$ cat src/hw/rtl/wftc_pkg.sv
// Shared types and constants for the wildcard five-tuple classifier.
// Used by the top level, wftc_front and wftc_back; depends on nothing else.
`default_nettype none

package wftc_pkg;

   // Widths of one rule entry as it is kept in the three rule memories.
   localparam int unsigned ADDR_PAIR_W = 64;
   localparam int unsigned PORT_PAIR_W = 32;
   localparam int unsigned META_W      = 33;

   // Request kinds.
   localparam logic REQ_LOOKUP = 1'b0;
   localparam logic REQ_WRITE  = 1'b1;

   // Result status codes.
   localparam logic [1:0] STATUS_MATCH   = 2'd0;
   localparam logic [1:0] STATUS_NOMATCH = 2'd1;
   localparam logic [1:0] STATUS_WRITTEN = 2'd2;

   // One accepted request word as it waits in the queue.
   typedef struct packed {
      logic        req_type;
      logic        direction;
      logic [5:0]  entry_index;
      logic        entry_valid;
      logic [31:0] src_addr;
      logic [31:0] dst_addr;
      logic [15:0] src_port;
      logic [15:0] dst_port;
      logic [7:0]  protocol;
      logic [7:0]  rule_type;
      logic [7:0]  rule_action;
      logic [7:0]  rule_alg;
   } req_item_type;

   // Head of the request queue as seen by the execution side.
   typedef struct packed {
      logic         valid;
      req_item_type item;
   } queue_head_type;

   // Layout of the rule metadata word.
   typedef struct packed {
      logic       entry_valid;
      logic [7:0] rule_type;
      logic [7:0] rule_action;
      logic [7:0] rule_alg;
      logic [7:0] protocol;
   } rule_meta_type;

endpackage

`default_nettype wire

$ cat src/hw/rtl/wftc_front.sv
// Front end of the classifier: accepts request words into a two-entry queue.
// Depends on wftc_pkg for the request word type.
`default_nettype none

module wftc_front (
   input  wire logic                    clock,
   input  wire logic                    reset,
   input  wire logic                    clearing,
   input  wire logic                    req_valid,
   output logic                         req_stall,
   input  wire wftc_pkg::req_item_type  req_item,
   input  wire logic                    pop,
   output wftc_pkg::queue_head_type     head
);

   wftc_pkg::req_item_type q_ff [2];
   logic       wr_ptr_ff, wr_ptr_in;
   logic       rd_ptr_ff, rd_ptr_in;
   logic [1:0] count_ff, count_in;
   logic       push;

   // The queue takes nothing while the rule memories are being cleared.
   assign req_stall = clearing || (count_ff == 2'd2);
   assign push      = req_valid && !req_stall;

   always_comb begin
      wr_ptr_in = wr_ptr_ff;
      rd_ptr_in = rd_ptr_ff;
      count_in  = count_ff;
      if (push) begin
         wr_ptr_in = !wr_ptr_ff;
      end
      if (pop) begin
         rd_ptr_in = !rd_ptr_ff;
      end
      if (push && !pop) begin
         count_in = count_ff + 2'd1;
      end else if (pop && !push) begin
         count_in = count_ff - 2'd1;
      end
   end

   always_ff @(posedge clock) begin
      if (reset) begin
         wr_ptr_ff <= 1'b0;
         rd_ptr_ff <= 1'b0;
         count_ff  <= 2'd0;
      end else begin
         wr_ptr_ff <= wr_ptr_in;
         rd_ptr_ff <= rd_ptr_in;
         count_ff  <= count_in;
      end
   end

   always_ff @(posedge clock) begin
      if (push) begin
         q_ff[wr_ptr_ff] <= req_item;
      end
   end

   assign head.valid = (count_ff != 2'd0);
   assign head.item  = q_ff[rd_ptr_ff];

endmodule

`default_nettype wire

$ cat config.mk
export PLATFORM = sky130hd
export DESIGN_NAME = wftc_front
export DESIGN_NICKNAME = d
export VERILOG_FILES = /design/src/hw/rtl/wftc_pkg.sv /design/src/hw/rtl/wftc_front.sv
export SDC_FILE = /design/constraint.sdc
export NUM_CORES = 1
export LEC_CHECK = 0
export ABC_AREA = 1
export BUFFER_PORTS_ARGS = -buffer_cell sky130_fd_sc_hd__buf_4
export CAP_MARGIN = 20
export CORE_ASPECT_RATIO = 0.9
export CORE_UTILIZATION = 30
export CTS_CLUSTER_DIAMETER = 150
export DETAILED_ROUTE_END_ITERATION = 16
export MAX_ROUTING_LAYER = met4
export SLEW_MARGIN = 40
export SYNTH_ARGS = -nofsm -noshare
export SYNTH_HDL_FRONTEND = slang
export SYNTH_SLANG_ARGS = --single-unit
$ cat constraint.sdc
create_clock -name clock -period 19 [get_ports clock]
set_input_delay 0 -clock clock [delete_from_list [all_inputs] [get_ports clock]]
set_output_delay 0 -clock clock [all_outputs]
set_load 0.02 [all_outputs]
==> Word level (Yosys, flattened, before mapping) <==
Memories as Yosys holds them, arrays and structs flattened. A register that Yosys moved wholly into a read port is not among the register bits.
Cells that the tools add are included.
{ "word_totals": {"register_bits": 4, "latchBits": 0, "mem_bits_rw": 274, "romBits": 0, "inputBits": 142, "output_inout_bits": 139, "elab_cells": 24, "mem_count": 1} }
{ "classes": {"add_sub_neg": 2, "mul": 0, "div": 0, "magnitude_cmp": 0, "n_eq_ne": 1, "shift": 0, "n_mux": 6, "bitwise": 0, "n_reduce_logical": 11} }
{ "memory_table": {"columns": ["name", "words", "width", "rd", "rd_clocked_by_memory_dff", "wr", "line_no", "source"], "rows": [
  ["q_ff", 2, 137, 1, 1, 1, "wftc_front.sv:16", "wftc_pkg::req_item_type q_ff [2];"]
]} }
{ "ops": {"columns": ["operator", "n"], "rows": [
  ["$logic_not 1->1", 5],
  ["$mux 1", 4],
  ["$mux 2", 2],
  ["$reduce_bool 2->1", 2],
  ["$logic_and 1x1->1", 3],
  ["$add 2x1->2 const B", 1],
  ["$eq 2x2->1 const B", 1],
  ["$sub 2x1->2 const B", 1],
  ["$logic_or 1x1->1", 1]
]} }

==> Logic depth before layout (Yosys ltp) <==
{ "depth": {"word_depth": 8, "ltp_mapped": 11, "ltp_nobuf": 11} }

==> Worst setup path before layout <==
OpenSTA, ideal clock, no wires.
{ "synth_timing": {"kind": "register -> register", "start": "reg count_ff[0]", "end": "mem q_ff[0][0] (netlist bit) (enable)", "setup_time_ns": 0.635, "arrival_time_ns": 6.270, "required_ns": 18.365, "path_slack_ns": 12.095, "path_stages_with_launch": 5, "n_path_buf": 0, "period_less_slack_ns": 6.905, "cell_sequence": "dfxtp_1 inv_1 nand2_1 nand3_1 nor2_1"} }
{ "synth_between": {"elab_chain_cells": 6} }
{ "synth_rtl": {"columns": ["item", "line_no", "source"], "rows": [
  ["start, declared", "wftc_front.sv:19", "logic [1:0] count_ff, count_in;"],
  ["start signal, assigned", "wftc_front.sv:51", "count_ff <= count_in;"],
  ["$eq 2x2->1", "wftc_front.sv:23", "assign req_stall = clearing || (count_ff == 2'd2);"],
  ["$logic_or 1x1->1", "wftc_front.sv:23", null],
  ["$logic_not 1->1", "wftc_front.sv:24", "assign push = req_valid && !req_stall;"],
  ["$logic_and 1x1->1", "wftc_front.sv:24", null],
  ["$mux 1", "wftc_front.sv:56", "if (push) begin"],
  ["$mux 1 (not written as such)", "wftc_front.sv:57", "q_ff[wr_ptr_ff] <= req_item;"],
  ["end, declared", "wftc_front.sv:16", null]
]} }
Every way passes these cells.

==> results.md <==
Logic synthesis:
- Counting instances in the post-synthesis netlist gives the leading cell types as sky130_fd_sc_hd__edfxtp_1 (274), sky130_fd_sc_hd__mux2_2 (137), sky130_fd_sc_hd__inv_1 (11), sky130_fd_sc_hd__clkbuf_8 (10), sky130_fd_sc_hd__nand2_1 (9).
- The number of enable flip-flop cells after synthesis is 274.
- The top cell type's share of synthesized area is 80.6%.
- The synthesized netlist occupies a cell area of 10,200 um^2.
- The distinct cell type count of the synthesized netlist is 14.
- The most area-hungry cell type in the Yosys netlist is sky130_fd_sc_hd__edfxtp_1.
- The proportion of synthesized flip-flops having asynchronous set or reset is 0%.
- By area the synthesized netlist is led by sky130_fd_sc_hd__edfxtp_1 (81%), sky130_fd_sc_hd__mux2_2 (15%), sky130_fd_sc_hd__clkbuf_8 (1.3%).
- The mean instance size in the synthesized netlist is 22.0 um^2.
- sky130_fd_sc_hd__edfxtp_1 is the most common cell in the netlist.
- Synthesis handed over a netlist of 464 instances.
- For this run, the register share of the synthesized area comes to 81.5%.
- The synthesized netlist net count is 607.
- In this run, synthesis produced a sequential element count of 279.
- In the synthesized netlist the dominant register cell turns out to be sky130_fd_sc_hd__edfxtp_1.
- The number of warning messages in the yosys log is 0.

Clock network:
- The post-CTS setup-driven buffer insertion count is 0.
- The longest clock path from root to sink contains 3 buffers.
- The TritonCTS sink count is 279.
- The count of hold-fix buffers inserted at cts is 143.
- CTS built an H-tree with a depth of 1.
- The cell sitting at the root of the clock tree is a sky130_fd_sc_hd__clkbuf_16.
- Clock-pin slew was measured on the worst setup and hold paths at 0.06 ns.
- The number of clock buffers added by TritonCTS is 29.
- TritonCTS built the clock tree.
- The clock latency on the worst-skew pair is 0.54 ns.
- The count of cells resized by post-cts repair is 0.

Job:
- The tool flagged a number of max-cap violations equal to 0.

STA:
- The final critical path time including I/O delays and setup is 2.51 ns.
- The worst-case clock skew is 0.0188 ns.
- The post-route clock period utilization is 13.2%.
- The worst-case setup margin in the final layout is 16.49 ns.
- Measured against its own limit, the worst slew margin works out to 48.7%.
- The highest achievable clock rate is 398 MHz.
- The worst slack on hold paths is 0.164 ns.
- Setup repair after global routing left no endpoint under its margin.
- The final hold violation count is 0.
- The final count of negative-setup-slack endpoints is 0.
- The number of pins with negative max-slew slack in the final report came to 0.
- The total negative setup slack is 0 ns.
- The transition time at the pin with the least slew margin is 0.769 ns.

Cells and area:
- The number of antenna cells inserted is 0.
- The number of non-filler instances in the completed layout is 1,384.
- The share of cells above drive strength 1 is 49.5%.
- Counting the fill cells in the layout gives 2,842.
- The layout net count is 1,051.
- The growth of design area from synthesis to finish is 47.7%.

GRT:
- The number of global-route vias before repair is 6,215.
- Global routing consumed, over all layers together, 12.3% of the routing resources.
- Entering global routing, the biggest net connects 76 pins.
- The global-route wire length before repair is 32,500 um.
- For this run the aggregate overflow at the end of global routing stands at 0.
- The number of antenna violations at the first check in global routing is 0.

Placement:
- The post-place setup slack is 16.61 ns.
- Buffers placed on the I/O ports in this run total 280.
- Once detailed placement completed, the half-perimeter wirelength came to 12,800 um.
- At the end of routability-driven placement, the weighted congestion stood at 0.712.
- The number of placed instances, taps included, is 1,189.

Critical path:
- The worst setup path is captured at an output port.
- The end point of the critical path is head[34].
- STA classifies the critical path startpoint as a flip-flop.
- Traced cell by cell, the critical path runs through buf_6, mux2_2, buf_4.
- Measured in cells, the most critical reg-to-reg path has a length of 5.
- The data arrival time at the worst-slack endpoint is 2.51 ns.
- In this run the critical register-to-register path is captured at q_ff[1][36].
- The slowest cell on the critical path is sky130_fd_sc_hd__dfxtp_4.
- The classification of the worst setup path is reg2out.
- The worst reg2reg path startpoint is count_ff[0].
- Data on the critical path is required at its endpoint by 19.00 ns.
- For flop-to-flop paths, the worst setup slack is 16.67 ns.
- Along the worst path, the maximum fanout reaches 70.
- In this design, the stage delay of the slowest critical-path cell is 0.68 ns.

Route:
- The number of routed nets with antenna violations is 0.
- The post-detailed-route DRC marker count is 0.
- The number of optimization iterations in the first detailed-route pass is 4.
- The initial DRC count is 213.
- The total via count after detailed routing is 5,737.
- The detail-routed net length per standard cell is 15.7 um.
- The final routed wirelength across all metal layers is 21,700 um.
- In the routed layout, each cell is associated on average with a via count of 4.15.

Min path:
- The startpoint identified for the worst hold timing path is clearing.
- The worst hold-check path type is in2reg.

Pwr:
- VDD sags by at most 0.0799 mV.
- For this design the static power due to leakage is 0.00555 uW.
- The total power per unit cell area is 95.6 nW/um^2.

Die:
- The chip height is 177 um.
- The floorplan die area is 34,800 um^2.
- The I/O pin count is 281.
- The cell row count is 63.
- The x dimension of the die is 196 um.
- The floorplan step defined a core boundary enclosing 33,200 um^2.
- For this configuration, the core starts out at a cell density of 30.8%.

Run status:
- The flow ran to the end, and the final reports show no timing, DRC or antenna violations.
[flip-flops by register name, summed over array words and instances (netlist names), named ones only]
| name | cells |
|---|---|
| count_ff | 2 |
| wr_ptr_ff | 1 |
| q_ff | 274 |
| rd_ptr_ff | 1 |
[through the flow]
| step | util (%) | area [um^2] | total power [uW] |
|---|---|---|---|
| floorplan | - | 10200 | 826 |
| global placement | 38.4 | 12700 | 900 |
| detailed placement | 38.5 | 12800 | 903 |
| CTS | 45.4 | 15100 | 1460 |
| global route | 45.4 | 15100 | 1500 |
| finish | 45.4 | 15100 | 1440 |
[layer usage]
layer / wire (um) / share of wire (%) / GRT usage (%) / vias to the layer above
met5: 0 / 0 / - / -
met4: 563 / 2.6 / 3.87 / 0
met3: 1670 / 7.7 / 4.13 / 42
met2: 10600 / 49 / 20.5 / 184
met1: 8870 / 41 / 14.1 / 2796
li1: - / - / - / 2715
[critical path: cells and delay by family (launching register included)]
family                 cells  cell delay (ns)
buffers and inverters      2             0.78
flip-flops                 1             0.68
multiplexers               1             0.42
[cells in the final DEF, fill, tap and decap left out, types with 2 or more instances in the layout]
cell                            netlist  final
sky130_fd_sc_hd__dfxtp_1              5      4
sky130_fd_sc_hd__buf_6                5      4
sky130_fd_sc_hd__clkbuf_16            0     29
sky130_fd_sc_hd__bufinv_16            0      2
sky130_fd_sc_hd__dlygate4sd3_1        0    143
sky130_fd_sc_hd__clkbuf_1             0     14
sky130_fd_sc_hd__clkinv_1             0      3
sky130_fd_sc_hd__mux2_2             137    137
sky130_fd_sc_hd__nor2_1               5      4
sky130_fd_sc_hd__edfxtp_1           274    274
sky130_fd_sc_hd__nand2_1              9      9
sky130_fd_sc_hd__nand4_1              2      2
sky130_fd_sc_hd__buf_4                0    280
sky130_fd_sc_hd__nand3_1              2      2
sky130_fd_sc_hd__clkinvlp_4           0      3
sky130_fd_sc_hd__inv_1               11     10
[power breakdown]
| group | total [uW] | switching [uW] | internal (uW) |
|---|---|---|---|
| registers | 713 | 8.15 | 705 |
| logic | 199 | 96.5 | 103 |
| clock network | 529 | 220 | 309 |
| total | 1440 | 325 | 1120 |
[worst min path at each step]
stage,to,slack [ns],cells after the start
floorplan,wr_ptr_ff,0.07,1
global placement,q_ff[0][97],0.18,1
detailed placement,q_ff[1][97],0.19,1
CTS,count_ff[0],0.13,6
global route,q_ff[0][23],0.15,2
finish,count_ff[0],0.16,6
[cell families (layout without fill, tap and decap cells)]
kind of cell	count (synthesis)	in the layout	synth area share, %
DFF	279	279	81.5
muxes	137	137	15.1
buffers and inverters	26	491	2.30
and+or+nand+nor	18	18	0.735
AOI/OAI and AO/OA	2	2	0.0979
adders and majority gates	1	1	0.122
xor gates and xnor gates	1	1	0.0858
[final cells by class]
class	count	area (um^2)	area share, %
Timing Repair Buffer	428	3600	23.9
Clock inverter	9	98.8	0.655
Multi-Input combinational cell	159	1660	11.0
Sequential cell	279	8330	55.3
Clock buffer	43	778	5.16
Inverter	11	46.3	0.307
Tap cell	455	569	3.78
Note: power is estimated with default switching activity, not from simulation.
